<file path="src/hw/rtl/frc_pkg.sv">
// frc_pkg: shared types, codes and the crc-16/ccitt-false byte update
// for the frame receiver; no dependencies
package frc_pkg;

  localparam int unsigned CfgAddrW = 4;
  localparam int unsigned CfgDataW = 32;

  localparam logic [1:0] REG_HEADER_BYTE = 2'd0;
  localparam logic [1:0] REG_LOCAL_ADDR  = 2'd1;
  localparam logic [1:0] REG_BCAST_ADDR  = 2'd2;

  localparam logic [2:0] ST_OK     = 3'd0;
  localparam logic [2:0] ST_BADHDR = 3'd1;
  localparam logic [2:0] ST_SHORT  = 3'd2;
  localparam logic [2:0] ST_CRC    = 3'd3;
  localparam logic [2:0] ST_ADDR   = 3'd4;

  localparam logic [8:0]  HDR_LEN  = 9'd11;
  localparam logic [8:0]  MIN_LEN  = 9'd13;
  localparam logic [15:0] CRC_INIT = 16'hFFFF;
  localparam logic [15:0] CRC_POLY = 16'h1021;

  typedef struct packed {
    logic [7:0] data_byte;
    logic       last_byte;
  } in_item_t;

  typedef struct packed {
    logic        kind;
    logic [7:0]  payload_byte;
    logic [7:0]  payload_index;
    logic [2:0]  status;
    logic [7:0]  src_address;
    logic [7:0]  dest_address;
    logic [15:0] sequence_res;
    logic [15:0] domain;
    logic [7:0]  message_type;
    logic [7:0]  flags_byte;
    logic [7:0]  payload_length;
    logic [15:0] received_crc;
  } out_item_t;

  typedef struct packed {
    logic [7:0] header_byte;
    logic [7:0] local_address;
    logic [7:0] broadcast_address;
  } cfg_t;

  function automatic logic [15:0] crc16_byte(logic [15:0] c, logic [7:0] b);
    logic [15:0] x;
    x = c ^ {b, 8'h00};
    for (int k = 0; k < 8; k++) begin
      x = x[15] ? ({x[14:0], 1'b0} ^ CRC_POLY) : {x[14:0], 1'b0};
    end
    return x;
  endfunction

endpackage

</file>
<file path="src/hw/rtl/frc_chan_if.sv">
// frc_chan_if: valid/ready channel carrying one payload beat
// payload type is set per instance, normally from frc_pkg
interface frc_chan_if #(
  parameter type payload_t = logic
);
  logic     valid;
  logic     ready;
  payload_t payload;

  modport source (output valid, output payload, input ready);
  modport sink (input valid, input payload, output ready);
endinterface

</file>
<file path="src/hw/rtl/frc_cfg_regs.sv">
// frc_cfg_regs: apb-style register file for header byte and addresses
// depends on frc_pkg
module frc_cfg_regs (
  input  logic                          clk,
  input  logic                          rst_n,
  input  logic                          psel,
  input  logic                          penable,
  input  logic                          pwrite,
  input  logic [frc_pkg::CfgAddrW-1:0]  paddr,
  input  logic [frc_pkg::CfgDataW-1:0]  pwdata,
  output logic [frc_pkg::CfgDataW-1:0]  prdata,
  output frc_pkg::cfg_t                 cfg
);

  frc_pkg::cfg_t cfg_r;
  frc_pkg::cfg_t cfg_nxt;
  logic          wr_en;
  logic [1:0]    reg_idx;

  assign wr_en   = psel && penable && pwrite;
  assign reg_idx = paddr[3:2];

  always_comb begin
    cfg_nxt = cfg_r;
    if (wr_en) begin
      unique case (reg_idx)
        frc_pkg::REG_HEADER_BYTE: cfg_nxt.header_byte       = pwdata[7:0];
        frc_pkg::REG_LOCAL_ADDR:  cfg_nxt.local_address     = pwdata[7:0];
        frc_pkg::REG_BCAST_ADDR:  cfg_nxt.broadcast_address = pwdata[7:0];
        default: ;
      endcase
    end
  end

  always_ff @(posedge clk) begin
    if (!rst_n) begin
      cfg_r.header_byte       <= 8'hAA;
      cfg_r.local_address     <= 8'h00;
      cfg_r.broadcast_address <= 8'hFF;
    end else begin
      cfg_r <= cfg_nxt;
    end
  end

  always_comb begin
    unique case (reg_idx)
      frc_pkg::REG_HEADER_BYTE: prdata = {24'h0, cfg_r.header_byte};
      frc_pkg::REG_LOCAL_ADDR:  prdata = {24'h0, cfg_r.local_address};
      frc_pkg::REG_BCAST_ADDR:  prdata = {24'h0, cfg_r.broadcast_address};
      default:                  prdata = '0;
    endcase
  end

  assign cfg = cfg_r;

endmodule

</file>
<file path="src/hw/rtl/frc_parser.sv">
// frc_parser: per-byte frame state, header capture, crc check and result build
// depends on frc_pkg
module frc_parser (
  input  logic                clk,
  input  logic                rst_n,
  input  logic                step,
  input  frc_pkg::in_item_t   item,
  input  frc_pkg::cfg_t       cfg,
  output logic                res_valid,
  output frc_pkg::out_item_t  res
);

  localparam logic [1:0] PH_IDLE   = 2'd0;
  localparam logic [1:0] PH_FRAME  = 2'd1;
  localparam logic [1:0] PH_BADHDR = 2'd2;
  localparam logic [1:0] PH_SKIP   = 2'd3;

  logic [1:0]  phase_r,     phase_nxt;
  logic [8:0]  cnt_r,       cnt_nxt;
  logic [15:0] crc_r,       crc_nxt;
  logic [7:0]  src_r,       src_nxt;
  logic [7:0]  dest_r,      dest_nxt;
  logic [15:0] seq_r,       seq_nxt;
  logic [15:0] dom_r,       dom_nxt;
  logic [7:0]  type_r,      type_nxt;
  logic [7:0]  flags_r,     flags_nxt;
  logic [7:0]  len_r,       len_nxt;
  logic [7:0]  crc_lo_r,    crc_lo_nxt;

  logic [7:0]  b;
  logic        last;
  logic [8:0]  cnt_inc;
  logic [15:0] rcrc;
  logic [15:0] crc_upd;

  assign b       = item.data_byte;
  assign last    = item.last_byte;
  assign cnt_inc = cnt_r + 9'd1;
  assign rcrc    = {b, crc_lo_r};
  assign crc_upd = frc_pkg::crc16_byte(crc_r, b);

  always_comb begin
    phase_nxt  = phase_r;
    cnt_nxt    = cnt_r;
    crc_nxt    = crc_r;
    src_nxt    = src_r;
    dest_nxt   = dest_r;
    seq_nxt    = seq_r;
    dom_nxt    = dom_r;
    type_nxt   = type_r;
    flags_nxt  = flags_r;
    len_nxt    = len_r;
    crc_lo_nxt = crc_lo_r;
    res_valid  = 1'b0;
    res        = '0;

    unique case (phase_r)
      PH_IDLE: begin
        cnt_nxt    = 9'd1;
        crc_nxt    = frc_pkg::CRC_INIT;
        src_nxt    = '0;
        dest_nxt   = '0;
        seq_nxt    = '0;
        dom_nxt    = '0;
        type_nxt   = '0;
        flags_nxt  = '0;
        len_nxt    = '0;
        crc_lo_nxt = '0;
        if (last) begin
          res_valid  = 1'b1;
          res.kind   = 1'b1;
          res.status = frc_pkg::ST_SHORT;
        end else if (b == cfg.header_byte) begin
          crc_nxt   = frc_pkg::crc16_byte(frc_pkg::CRC_INIT, b);
          phase_nxt = PH_FRAME;
        end else begin
          phase_nxt = PH_BADHDR;
        end
      end
      PH_BADHDR: begin
        cnt_nxt = cnt_inc;
        if (cnt_inc >= frc_pkg::MIN_LEN) begin
          res_valid  = 1'b1;
          res.kind   = 1'b1;
          res.status = frc_pkg::ST_BADHDR;
          phase_nxt  = last ? PH_IDLE : PH_SKIP;
        end else if (last) begin
          res_valid  = 1'b1;
          res.kind   = 1'b1;
          res.status = frc_pkg::ST_SHORT;
          phase_nxt  = PH_IDLE;
        end
      end
      PH_SKIP: begin
        if (last) begin
          phase_nxt = PH_IDLE;
        end
      end
      default: begin
        cnt_nxt = cnt_inc;
        if (cnt_r == frc_pkg::HDR_LEN + 9'd1 + {1'b0, len_r}) begin
          res_valid          = 1'b1;
          res.kind           = 1'b1;
          res.src_address    = src_r;
          res.dest_address   = dest_r;
          res.sequence_res   = seq_r;
          res.domain         = dom_r;
          res.message_type   = type_r;
          res.flags_byte     = flags_r;
          res.payload_length = len_r;
          res.received_crc   = rcrc;
          if (rcrc != crc_r) begin
            res.status = frc_pkg::ST_CRC;
          end else if (dest_r != cfg.local_address && dest_r != cfg.broadcast_address) begin
            res.status = frc_pkg::ST_ADDR;
          end else begin
            res.status = frc_pkg::ST_OK;
          end
          phase_nxt = last ? PH_IDLE : PH_SKIP;
        end else if (last) begin
          res_valid  = 1'b1;
          res.kind   = 1'b1;
          res.status = frc_pkg::ST_SHORT;
          phase_nxt  = PH_IDLE;
        end else if (cnt_r < frc_pkg::HDR_LEN) begin
          crc_nxt = crc_upd;
          case (cnt_r[3:0])
            4'd2:    flags_nxt = b;
            4'd3:    src_nxt   = b;
            4'd4:    dest_nxt  = b;
            4'd5:    seq_nxt   = {seq_r[15:8], b};
            4'd6:    seq_nxt   = {b, seq_r[7:0]};
            4'd7:    dom_nxt   = {dom_r[15:8], b};
            4'd8:    dom_nxt   = {b, dom_r[7:0]};
            4'd9:    type_nxt  = b;
            4'd10:   len_nxt   = b;
            default: ;
          endcase
        end else if (cnt_r < frc_pkg::HDR_LEN + {1'b0, len_r}) begin
          crc_nxt           = crc_upd;
          res_valid         = 1'b1;
          res.kind          = 1'b0;
          res.payload_byte  = b;
          res.payload_index = 8'(cnt_r - frc_pkg::HDR_LEN);
        end else begin
          crc_lo_nxt = b;
        end
      end
    endcase

    if (!step) begin
      res_valid = 1'b0;
    end
  end

  always_ff @(posedge clk) begin
    if (!rst_n) begin
      phase_r  <= PH_IDLE;
      cnt_r    <= '0;
      crc_r    <= frc_pkg::CRC_INIT;
      src_r    <= '0;
      dest_r   <= '0;
      seq_r    <= '0;
      dom_r    <= '0;
      type_r   <= '0;
      flags_r  <= '0;
      len_r    <= '0;
      crc_lo_r <= '0;
    end else if (step) begin
      phase_r  <= phase_nxt;
      cnt_r    <= cnt_nxt;
      crc_r    <= crc_nxt;
      src_r    <= src_nxt;
      dest_r   <= dest_nxt;
      seq_r    <= seq_nxt;
      dom_r    <= dom_nxt;
      type_r   <= type_nxt;
      flags_r  <= flags_nxt;
      len_r    <= len_nxt;
      crc_lo_r <= crc_lo_nxt;
    end
  end

endmodule

</file>
<file path="src/hw/rtl/frame_receiver_crc16_addr_filter.sv">
// frame_receiver_crc16_addr_filter: top level with input and result registers
// depends on frc_pkg, frc_chan_if, frc_cfg_regs, frc_parser
//
// bytes of a received buffer arrive on in_chan, one beat each, with
// last_byte set on the final byte of the buffer. the frame is checked for
// its header byte, the 11-byte header is captured, payload bytes leave on
// out_chan as kind 0 beats, and one kind 1 summary beat per buffer gives
// the status (ok, bad header, too short, crc mismatch, not addressed).
// bytes after a frame are dropped up to the last_byte flag.
// header byte, local and broadcast address are set through the apb port
// at byte addresses 0, 4 and 8; write them only while the block is idle.
// each byte is registered on accept in the input register, processed by the
// frame state logic once the output register is free, and its result (if any)
// lands in the output register, from which out_chan takes it; while out_chan
// does not stall, one byte is taken every cycle, with the crc updated one
// byte at a time.
// when out_chan stalls, the held result keeps one byte waiting in the
// input register and in_chan.ready drops until the result is taken.
// synchronous reset restores the register defaults (0xaa, 0x00, 0xff),
// empties both registers and returns the parser to awaiting a header byte.
module frame_receiver_crc16_addr_filter (
  input  logic                          clk,
  input  logic                          rst_n,
  frc_chan_if.sink                      in_chan,
  frc_chan_if.source                    out_chan,
  input  logic                          psel,
  input  logic                          penable,
  input  logic                          pwrite,
  input  logic [frc_pkg::CfgAddrW-1:0]  paddr,
  input  logic [frc_pkg::CfgDataW-1:0]  pwdata,
  output logic [frc_pkg::CfgDataW-1:0]  prdata,
  output logic                          pready
);

  frc_pkg::cfg_t      cfg;
  frc_pkg::in_item_t  in_r,        in_nxt;
  logic               in_valid_r,  in_valid_nxt;
  frc_pkg::out_item_t out_r,       out_nxt;
  logic               out_valid_r, out_valid_nxt;
  frc_pkg::out_item_t res;
  logic               res_valid;
  logic               step;
  logic               in_take;

  assign pready = 1'b1;

  frc_cfg_regs u_cfg (
    .clk     (clk),
    .rst_n   (rst_n),
    .psel    (psel),
    .penable (penable),
    .pwrite  (pwrite),
    .paddr   (paddr),
    .pwdata  (pwdata),
    .prdata  (prdata),
    .cfg     (cfg)
  );

  assign step          = in_valid_r && (!out_valid_r || out_chan.ready);
  assign in_chan.ready = !in_valid_r || step;
  assign in_take       = in_chan.valid && in_chan.ready;

  frc_parser u_parser (
    .clk       (clk),
    .rst_n     (rst_n),
    .step      (step),
    .item      (in_r),
    .cfg       (cfg),
    .res_valid (res_valid),
    .res       (res)
  );

  always_comb begin
    in_nxt       = in_take ? in_chan.payload : in_r;
    in_valid_nxt = in_take || (in_valid_r && !step);
    out_nxt      = res_valid ? res : out_r;
    out_valid_nxt = res_valid || (out_valid_r && !out_chan.ready);
  end

  always_ff @(posedge clk) begin
    if (!rst_n) begin
      in_valid_r  <= 1'b0;
      out_valid_r <= 1'b0;
    end else begin
      in_valid_r  <= in_valid_nxt;
      out_valid_r <= out_valid_nxt;
    end
  end

  always_ff @(posedge clk) begin
    in_r  <= in_nxt;
    out_r <= out_nxt;
  end

  assign out_chan.valid   = out_valid_r;
  assign out_chan.payload = out_r;

  a_no_overwrite: assert property (@(posedge clk) disable iff (!rst_n)
    res_valid |-> (!out_valid_r || out_chan.ready))
    else $error("result produced while output register still full");

  a_pending_kept: assert property (@(posedge clk) disable iff (!rst_n)
    (in_valid_r && !step) |=> in_valid_r)
    else $error("pending input byte lost");

  a_payload_status: assert property (@(posedge clk) disable iff (!rst_n)
    (out_valid_r && !out_r.kind) |-> (out_r.status == frc_pkg::ST_OK))
    else $error("payload beat carries a status");

  a_summary_status: assert property (@(posedge clk) disable iff (!rst_n)
    (out_valid_r && out_r.kind) |-> (out_r.status <= frc_pkg::ST_ADDR))
    else $error("summary status out of range");

endmodule

</file>
<file path="src/flat_wrapper.sv">
// flat-port wrapper written by rule: the top's interface ports become plain ports
module frame_receiver_crc16_addr_filter_flat 
  (clk, rst_n, psel, penable, pwrite, paddr, pwdata, prdata, pready, in_chan_valid, in_chan_payload, in_chan_ready, out_chan_valid, out_chan_payload, out_chan_ready);
  frc_chan_if #(.payload_t(frc_pkg::in_item_t)) in_chan_i ();
  frc_chan_if #(.payload_t(frc_pkg::out_item_t)) out_chan_i ();
  input  logic clk;
  input  logic rst_n;
  input  logic psel;
  input  logic penable;
  input  logic pwrite;
  input  logic [frc_pkg::CfgAddrW-1:0] paddr;
  input  logic [frc_pkg::CfgDataW-1:0] pwdata;
  output logic [frc_pkg::CfgDataW-1:0] prdata;
  output logic pready;
  input wire logic [$bits(in_chan_i.valid)-1:0] in_chan_valid;
  input wire logic [$bits(in_chan_i.payload)-1:0] in_chan_payload;
  output wire logic [$bits(in_chan_i.ready)-1:0] in_chan_ready;
  output wire logic [$bits(out_chan_i.valid)-1:0] out_chan_valid;
  output wire logic [$bits(out_chan_i.payload)-1:0] out_chan_payload;
  input wire logic [$bits(out_chan_i.ready)-1:0] out_chan_ready;
  assign in_chan_i.valid = in_chan_valid;
  assign in_chan_i.payload = in_chan_payload;
  assign in_chan_ready = in_chan_i.ready;
  assign out_chan_valid = out_chan_i.valid;
  assign out_chan_payload = out_chan_i.payload;
  assign out_chan_i.ready = out_chan_ready;
  frame_receiver_crc16_addr_filter u_core (.clk(clk), .rst_n(rst_n), .in_chan(in_chan_i), .out_chan(out_chan_i), .psel(psel), .penable(penable), .pwrite(pwrite), .paddr(paddr), .pwdata(pwdata), .prdata(prdata), .pready(pready));
endmodule
</file>
<file path="config.mk">
export PLATFORM = sky130hd
export DESIGN_NAME = frame_receiver_crc16_addr_filter_flat
export DESIGN_NICKNAME = d
export VERILOG_FILES = /design/src/hw/rtl/frc_pkg.sv /design/src/hw/rtl/frc_chan_if.sv /design/src/hw/rtl/frc_cfg_regs.sv /design/src/hw/rtl/frc_parser.sv /design/src/hw/rtl/frame_receiver_crc16_addr_filter.sv /design/src/flat_wrapper.sv
export SDC_FILE = /design/constraint.sdc
export NUM_CORES = 1
export LEC_CHECK = 0
export ABC_AREA = 1
export BUFFER_PORTS_ARGS = -buffer_cell sky130_fd_sc_hd__buf_4
export CAP_MARGIN = 10
export CELL_PAD_IN_SITES_DETAIL_PLACEMENT = 2
export CELL_PAD_IN_SITES_GLOBAL_PLACEMENT = 2
export CORE_MARGIN = 2
export CORE_UTILIZATION = 33
export DETAILED_ROUTE_END_ITERATION = 10
export PLACE_DENSITY = 0.87
export RECOVER_POWER = 50
export SLEW_MARGIN = 10
export SYNTH_ARGS = -nofsm -noshare
export SYNTH_HDL_FRONTEND = slang
export SYNTH_SLANG_ARGS = --single-unit
</file>
<file path="constraint.sdc">
create_clock -name clk -period 5.4 [get_ports clk]
set_input_delay 0 -clock clk [delete_from_list [all_inputs] [get_ports clk]]
set_output_delay 0 -clock clk [all_outputs]
set_load 0.02 [all_outputs]
</file>
==> results.md, run 1 <==
- Outcome: complete, but fails checks
- Failing checks: design-rule violations, max-capacitance violations, max-slew violations
- Slew HR: -115%
- Drt pass-1 iters: 9
- Global route total overflow: 0
- Final hold vios: 0
- RD Place Congestion: 0.858
- R2R cell count: 12
- Max-Cap Viols: 3
- Ant diodes: 0
- Logic gate share of total power: 12.5%
- First-pass GRT wire length: 65800 µm
- Num CTS Buffers: 29
- Initial antenna violation count: 0
- DR top layer: met4
- Worst-Margin Slew: 3.23 ns
- Async SR Flop Fraction: 0%
- Clk pwr share: 40.8%
- Worst skew pair latency: 0.55 ns
- Static leakage: 0.00574 µW
- Synth warn: 0
- Sequential cell area fraction in the yosys report: 51.7%
- Switch Pwr: 1240 µW
- Setup TNS: 0 ns
- CTS tree: built
- Drt drc: 11
- Area grow syn2layout: 16.3%
- RSZ-0062 raised after global routing: no
- Worst Path Required: 5.74 ns
- Filler cell count: 4182
- Layout cell share with drive strength beyond 1: 7.29%
- CP Max Fanout: 64
- Via count: 10414
- Pwr/cell area: 323 nW/µm²
- Synthesized instance count: 1468
- Resized Gates After CTS: 0
- WHS: 0.0583 ns
- Largest net degree at the start of global routing: 69
- Critical path arrival: 4.60 ns
- Worst setup SP type: register
- Root Buffer: clkbuf_16
- Hold path depth: 5
- DRT antenna net count: 0
- Drt initial violations: 470
- Post-synthesis simple-gate area fraction: 26.1%
- DR WL/cell: 19.7 µm
- Total GRT Usage: 22.0%
- VDD IR max: 0.000229 V
- Int Pwr: 3260 µW
- Compound-Gate Fraction of Synth Area: 7.60%
- CTS clk-pin slew, worst paths: 0.06 ns
- Sw Ratio: 27.5%
- Syn avg cell area: 8.14 µm²
- Vias in the first global route: 11754
- Ports: 195
- Die area: 37800 µm²
- Starting Density: 33.5%
- Synthesis-stage register bit count: 250
- WL final: 41400 µm
- Reg power frac: 46.7%
- Final net count: 1692
- Fraction of the cycle the final worst path needs: 78.8%
- Final setup fails: 0
- Max Freq: 0.235 GHz
- Post-synthesis mux area share: 0%
- CP Capture Type: register
- Hold/Removal Path Class: primary input to register
- Crit path kind: register to register
- Clock Sink Count: 250
- Largest family of logic cells by synthesized area: simple AND/OR/NAND/NOR gates
- Clk buf depth: 3
- Die Y: 194 µm
- H-tree depth: 1
- Synthesized cell area: 12000 µm²
- Postcts setup bufs: 0
- Met1 wire length: 17500 µm
- Fin crit period: 4.26 ns
- Top_reg_cell synth: dfxtp_1
- Site Rows: 69
- Worst Skew: 0.0122 ns
- Vias per cell: 4.94
- Post-Synth XOR/XNOR Area: 3.74%
- Die W: 194 µm
- Metal3 WL: 1230 µm
- Max-slew violations: 136
- Core box area: 35700 µm²
- Post-synthesis adder-cell area fraction: 1.67%
- Port bufs: 143
- DP HPWL: 29300 µm
- Unique masters post-synth: 44
- EDFF count, synth: 117
- Met2 WL post-DR: 21500 µm
-- placed cells by master (no fill, tap or decap), types with 13 or more instances in the layout --
| cell | netlist | final |
|---|---|---|
| clkbuf_16 | 0 | 29 |
| nand2_1 | 331 | 331 |
| edfxtp_1 | 117 | 117 |
| xnor2_1 | 24 | 24 |
| o21ai_0 | 32 | 33 |
| xor2_1 | 27 | 27 |
| dfxtp_1 | 133 | 133 |
| clkbuf_1 | 28 | 130 |
| dlygate4sd3_1 | 0 | 21 |
| inv_2 | 16 | 15 |
| nand3_1 | 86 | 87 |
| nor2_1 | 271 | 272 |
| buf_4 | 28 | 25 |
| nand4_1 | 9 | 13 |
| o21ai_1 | 27 | 27 |
| ha_1 | 16 | 16 |
| inv_1 | 150 | 150 |
| a21oi_1 | 88 | 88 |
| conb_1 | 2 | 25 |
-- cells in the mapped netlist (24+ instances only) --
cell type | number | area share, %
a21oi_1 | 88 | 3.7
xor2_1 | 27 | 2.0
dfxtp_1 | 133 | 22
nor2_1 | 271 | 8.5
inv_1 | 150 | 4.7
o21ai_1 | 27 | 1.1
edfxtp_1 | 117 | 29
xnor2_1 | 24 | 1.8
buf_4 | 28 | 1.8
o21ai_0 | 32 | 1.3
clkbuf_1 | 28 | 0.88
nand3_1 | 86 | 3.6
nand2_1 | 331 | 10
-- what timing repair did --
| item | 4_1_cts | 5_1_grt |
|---|---|---|
| hold endpoints to repair | 35 | 0 |
| setup endpoints to repair | 0 | 0 |
| hold buffers | 21 | 0 |
-- cell families (layout without fill, tap and decap cells) --
family / after synthesis / after routing
AOI/OAI and AO/OA: 166 / 166
xor gates and xnor gates: 51 / 51
adders and majority gates: 16 / 16
buffers and inverters: 246 / 401
DFF: 250 / 250
other: 2 / 25
and+or+nand+nor: 737 / 737
-- metrics by stage --
stage          setup slack, ns  utilization, %  area, µm²  total power (µW)  std cells
6_report                  1.14            39.0      13900              4500       2107
5_1_grt                  0.782            39.0      13900              4680       2107
4_1_cts                   1.23            40.5      14400              4560       2107
3_5_place_dp              1.26            37.4      13300              2710       2033
3_3_place_gp              1.50            37.4      13300              2670       2033
2_1_floorplan            0.739               -      12000              2530       1491
-- worst max-delay path: stages (launching register included) --
cell,delay (ns)
dfxtp_1,0.35
clkinv_1,0.23
ha_1,0.33
inv_1,0.12
nand2_1,0.08
nand2_1,0.09
nand2_1,0.06
nand2_1,0.13
o21ai_0,0.10
nor2_1,0.29
nand4_1,1.14
buf_4,0.77
o22ai_1,0.33
-- state kept, by name, indices dropped and copies added (netlist names) --
signal                    flops
u_core.u_parser.type_r        8
u_core.u_cfg.cfg             24
u_core.u_parser.dest_r        8
u_core.u_parser.phase_r       2
u_core.u_parser.crc_r        16
u_core.in_r                   9
u_core.u_parser.len_r         8
u_core.u_parser.seq_r        16
u_core.u_parser.crc_lo_r      8
u_core.u_parser.src_r         8
u_core.out_chan.valid         1
u_core.in_valid_r             1
u_core.u_parser.dom_r        16
u_core.out_chan.payload     108
u_core.u_parser.flags_r       8
u_core.u_parser.cnt_r         9
-- power groups by stage --
stage	logic [µW]	registers, µW	clock network [µW]
after CTS	585	2100	1870
final	561	2100	1830
after global routing	627	2110	1940
after global placement	529	2140	0
after floorplan	386	2140	0
after detailed placement	563	2140	0
-- layout make-up --
type	count	area, µm²	share of cell area, %
Inverter	172	653	4.70
Clock inverter	13	92.6	0.666
Timing Repair Buffer	176	921	6.62
Sequential cell	250	6180	44.4
Multi-Input combinational cell	995	4710	33.9
Tap cell	461	577	4.15
Clock buffer	40	777	5.59
-- path summary, 6_finish.rpt --
kind                                            to  slack, ns                                  start
max reg2reg  u_core.out_chan.payload[88]$_DFFE_PP_       1.14  u_core.u_parser.len_r[3]$_SDFFE_PN0P_
min              u_core.u_cfg.cfg[12]$_SDFFE_PN0P_       0.06                                penable
max          u_core.out_chan.payload[88]$_DFFE_PP_       1.14  u_core.u_parser.len_r[3]$_SDFFE_PN0P_
min reg2reg  u_core.u_parser.src_r[1]$_SDFFE_PN0P_       0.46  u_core.u_parser.src_r[1]$_SDFFE_PN0P_
-- per-layer routing --
metal	GRT usage, %	up-vias
met3	2.48	66
met4	6.58	0
met1	26.1	5206
met2	41.4	202
li1	-	4940
met5	0	-
Power figures use the tool's default switching activity.
==> inputs of run 2 (changes only) <==
- clock period: 5.4 -> 4.15 ns (I/O delays scaled with it)
==> results.md, run 2 (synthesized netlist as in run 1, its figures left out) <==
- Outcome: complete, but fails checks
- Failing checks: design-rule violations, max-capacitance violations, max-slew violations
- RR Endpoint: u_core.out_chan.payload[24]$_SDFFCE_PP0P_
- Largest net degree at the start of global routing: 71
- Worst setup SP type: register
- RD Place Congestion: 0.860
- Setup TNS: 0 ns
- Crit path kind: register to register
- Logic gate share of total power: 11.9%
- Worst R2R Setup Slack: 0.40 ns
- DR WL/cell: 20.8 µm
- Fraction of the cycle the final worst path needs: 90.4%
- Max FFs per register: 108
- Max-slew violations: 67
- Crit path launch: u_core.u_parser.len_r[0]$_SDFFE_PN0P_
- Clk pwr share: 44.1%
- R2R cell count: 18
- Final net count: 1695
- Sw Ratio: 27.1%
- Int Pwr: 4540 µW
- Most used routing layer in global routing: met2
- Core box area: 35700 µm²
- Num CTS Buffers: 28
- CP bufs+invs: 3
- Fin crit period: 3.75 ns
- CP Max Fanout: 38
- Drt pass-1 iters: 7
- Worst R2R Start: u_core.u_parser.len_r[0]$_SDFFE_PN0P_
- Global route total overflow: 0
- RSZ-0062 raised after global routing: no
- CP max stage cell: o21ai_0
- GR Util met1: 26.9%
- Layout cell share with drive strength beyond 1: 7.52%
- Critical path endpoint: u_core.out_chan.payload[24]$_SDFFCE_PP0P_
- Worst-Margin Slew: 1.55 ns
- Final core occ: 39.6%
- Most frequent CP cell: nand2_1
- Resized Gates After CTS: 0
- Vias in the first global route: 11865
- Final setup fails: 0
- DP HPWL: 30200 µm
- Total GRT Usage: 23.1%
- Worst Skew: 0.0245 ns
- Worst Path Required: 4.35 ns
- WP depth: 18
- CTS clk-pin slew, worst paths: 0.06 ns
- Via count: 10630
- First-pass GRT wire length: 68700 µm
- Hold/Removal Path Class: primary input to register
- Die area: 37800 µm²
- Clk buf depth: 3
- CP top delay family: simple AND/OR/NAND/NOR gates
- Ant diodes: 0
- Postcts setup bufs: 0
- Worst skew pair latency: 0.58 ns
- Pwr/cell area: 441 nW/µm²
- Site Rows: 69
- Starting Density: 33.5%
- Max-Cap Viols: 1
- Area grow syn2layout: 18.1%
- Static leakage: 0.00583 µW
- Met2 Track Usage GR: 44.2%
- Vias per cell: 5.04
- CTS tree: built
- Die Y: 194 µm
- Ports: 195
- Crit-path max cell delay: 0.43 ns
- Root Buffer: clkbuf_16
- Slew HR: -3.23%
- Sequence of cells on the critical path: inv_1 -> ha_1 -> o21ai_0 -> nand3_1 -> xor2_1 -> ha_1 -> nand2_1 -> a21oi_1 -> nor2_1 -> nand3_1 -> nor2_1 -> nor2_1 -> nand2_1 -> nand2_1 -> nand2_1 -> nand2_1 -> clkinvlp_4 -> buf_4
- H-tree depth: 1
- Initial antenna violation count: 0
- Port bufs: 143
- Max Freq: 0.266 GHz
- WL final: 43900 µm
- Most frequent cells in the layout: nand2_1, nor2_1, inv_1, dfxtp_1, clkbuf_1
- Hold path depth: 4
- Clock Sink Count: 250
- Reg power frac: 43.9%
- VDD IR max: 0.000301 V
- Drt drc: 5
- Drt initial violations: 542
- Switch Pwr: 1690 µW
- Hold wc startpoint: pwrite
- M3 GR Usage: 3.04%
- CP Capture Type: register
- Commonest non-fill, non-tap cell in the layout: nand2_1
- Die W: 194 µm
- DRT antenna net count: 0
- Final hold vios: 0
- Critical path arrival: 3.96 ns
## run 2: layout make-up
cell class / instances / area [µm²]
clock inverters: 13 / 193
well taps: 461 / 577
multi-input cells: 995 / 4700
flip-flops and latches: 250 / 6180
repair buffers: 180 / 996
fillers: 4106 / 21500
clock buffers: 39 / 836
inverters: 172 / 652
## run 2: how the worst min path moves through the flow
| stage | to | slack (ns) |
|---|---|---|
| 2_1_floorplan | u_core.in_r[0]$_DFFE_PP_ | 0.1 |
| 3_3_place_gp | u_core.in_r[4]$_DFFE_PP_ | 0.18 |
| 3_5_place_dp | u_core.in_r[2]$_DFFE_PP_ | 0.18 |
| 4_1_cts | u_core.u_cfg.cfg[19]$_SDFFE_PN1P_ | 0.03 |
| 5_1_grt | u_core.u_cfg.cfg[19]$_SDFFE_PN1P_ | 0.13 |
| 6_report | u_core.u_cfg.cfg[17]$_SDFFE_PN1P_ | 0.1 |
## run 2: through the flow
step | area (µm²) | setup WS, ns | hold WS (ns) | power [µW] | instances
after floorplan | 12000 | 0.00746 | 0.0989 | 3290 | 1491
after global placement | 13400 | 0.672 | 0.180 | 3470 | 2032
after detailed placement | 13400 | 0.469 | 0.179 | 3520 | 2032
after CTS | 14700 | 0.391 | 0.0310 | 6310 | 2110
after global routing | 14100 | 0.00764 | 0.128 | 6460 | 2110
final | 14100 | 0.397 | 0.0974 | 6230 | 2110
## run 2: tightest hold or removal path, stage by stage
cell and delay [ns]:
buf_4 0.11, nand3_1 0.14, nor2_1 0.18, o211ai_1 0.22
## run 2: power by group through the flow
stage / Combinational [µW] / Sequential (µW) / Clock (µW)
after detailed placement: 735 / 2790 / 0
after global placement: 692 / 2780 / 0
after floorplan: 502 / 2780 / 0
after CTS: 771 / 2740 / 2800
final: 742 / 2740 / 2750
after global routing: 822 / 2750 / 2890
## run 2: repair_timing
item                                    4_1_cts  5_1_grt
endpoints found under the hold margin        52        0
endpoints found under the setup margin        0        0
hold buffers                                 26        0
## run 2: metal layers
layer / vias to the layer above / wire length [µm]
li1: 4941 / -
met1: 5386 / 18100
met3: 72 / 1550
met5: - / 0
met4: 0 / 1190
met2: 231 / 23100
==> inputs of run 3 (changes only) <==
- PLACE_DENSITY: 0.87 -> default
- PLACE_DENSITY_LB_ADDON: default -> 0.1
==> results.md, run 3 (synthesized netlist as in run 1, its figures left out) <==
- Commonest non-fill, non-tap cell in the layout: nand2_1
- CP Capture Type: register
- Drt pass-1 iters: 9
- Max-slew violations: 67
- Fin crit period: 3.71 ns
- Via count: 10227
- Clk buf depth: 3
- WHS: 0.0565 ns
- Num CTS Buffers: 29
- Crit path kind: register to register
- Vias per cell: 4.84
- Die W: 194 µm
- VDD IR max: 0.000317 V
- DP HPWL: 28800 µm
- Final hold vios: 0
- Worst skew pair latency: 0.56 ns
- Hold/Removal Path Class: primary input to register
- Pwr/cell area: 420 nW/µm²
- Layout cell share with drive strength beyond 1: 7.63%
- Drt initial violations: 360
- Largest net degree at the start of global routing: 67
- Worst Skew: 0.00943 ns
- Fraction of the cycle the final worst path needs: 89.3%
- Die Y: 194 µm
- Clock Sink Count: 250
- Postcts setup bufs: 0
- Port bufs: 143
- RD Place Congestion: 0.841
- CP Max Fanout: 36
- WL final: 40000 µm
- Worst-Margin Slew: 1.63 ns
- Static leakage: 0.00577 µW
- Most frequent cells in the layout: nand2_1, nor2_1, inv_1, dfxtp_1, clkbuf_1
- Hold_buf cts: 20
- Final setup fails: 0
- Initial antenna violation count: 2
- Resized Gates After CTS: 0
- Core box area: 35700 µm²
- Area grow syn2layout: 16.9%
- Global route total overflow: 0
- Worst setup SP type: register
- RSZ-0062 raised after global routing: no
- Die area: 37800 µm²
- CTS tree: built
- Slew HR: -8.69%
- Vias in the first global route: 11167
- Max Freq: 0.270 GHz
- Max FFs per register: 108
- Drt drc: 7
- Root Buffer: clkbuf_16
- Ports: 195
- Ant diodes: 0
- Outcome: complete, but fails checks
- Failing checks: design-rule violations, max-capacitance violations, max-slew violations
- Critical path arrival: 4.00 ns
- Final net count: 1697
- Site Rows: 69
- Worst Path Required: 4.44 ns
- H-tree depth: 1
- Max-Cap Viols: 1
- Setup TNS: 0 ns
- DRT antenna net count: 0
- Total GRT Usage: 21.2%
- First-pass GRT wire length: 63000 µm
- DR WL/cell: 18.9 µm
- CTS clk-pin slew, worst paths: 0.06 ns
- Starting Density: 33.5%
==> run 3: changes by cell type in the layout (fill, tap and decap cells not counted), moves of 2 or more <==
cell,change
dlygate4sd3_1,-6
buf_4,+5
bufinv_16,-3
clkinv_1,+3
clkinvlp_4,+3
clkbuf_1,+2
clkbuf_16,-2
clkbuf_8,-2
inv_1,+2
inv_2,-2
==> run 3: critical path: stages (launching register included) <==
cell and delay [ns]:
dfxtp_1 0.37, inv_1 0.10, ha_1 0.22, o21ai_0 0.41, nand3_1 0.18, xor2_1 0.19
ha_1 0.30, nand2_1 0.06, nor2_1 0.12, nand3b_1 0.09, nand3_1 0.20, nor2_1 0.09
nor2_1 0.09, nand2_1 0.06, nand2_1 0.05, nand2_1 0.05, nand2_1 0.12, clkinvlp_4 0.37
buf_12 0.33
==> run 3: final cells by class <==
cell class / instances / area (µm²)
Fill cell: 4181 / 21700
Sequential cell: 250 / 6180
Multi-Input combinational cell: 995 / 4690
Timing Repair Buffer: 181 / 995
Clock buffer: 36 / 762
Inverter: 172 / 652
Tap cell: 461 / 577
Clock inverter: 17 / 120
==> run 3: routing by layer <==
metal / part of all wire [%] / track usage (%)
met1: 43 / 25.9
met2: 52 / 40.1
met3: 2.8 / 2.36
met4: 1.9 / 4.13
met5: 0.033 / 0
==> run 3: per-stage QoR <==
| step | total power [µW] | util (%) | setup slack [ns] | std cells | instance area [µm²] |
|---|---|---|---|---|---|
| after floorplan | 3290 | - | 0.00746 | 1491 | 12000 |
| after global placement | 3500 | 37.7 | 0.582 | 2039 | 13400 |
| after detailed placement | 3530 | 37.7 | 0.417 | 2039 | 13400 |
| after CTS | 5990 | 40.7 | 0.361 | 2112 | 14500 |
| after global routing | 6110 | 39.2 | 0.0693 | 2112 | 14000 |
| final | 5870 | 39.2 | 0.443 | 2112 | 14000 |
==> run 3: worst paths after layout <==
check        depth (start not counted)                                   from  slack (ns)                                   endpoint
max                                 18  u_core.u_parser.len_r[1]$_SDFFE_PN0P_        0.44  u_core.out_chan.payload[48]$_SDFFCE_PP0P_
min                                  5                                penable        0.06          u_core.u_cfg.cfg[19]$_SDFFE_PN1P_
max reg2reg                         18  u_core.u_parser.len_r[1]$_SDFFE_PN0P_        0.44  u_core.out_chan.payload[48]$_SDFFCE_PP0P_
min reg2reg                          2  u_core.u_parser.src_r[7]$_SDFFE_PN0P_        0.47      u_core.u_parser.src_r[7]$_SDFFE_PN0P_
==> run 3: where the power goes <==
group	total (µW)	internal, µW	switching [µW]
Sequential	2730	2660	65.4
Combinational	717	215	502
Clock	2420	1360	1060
Total	5870	4240	1630
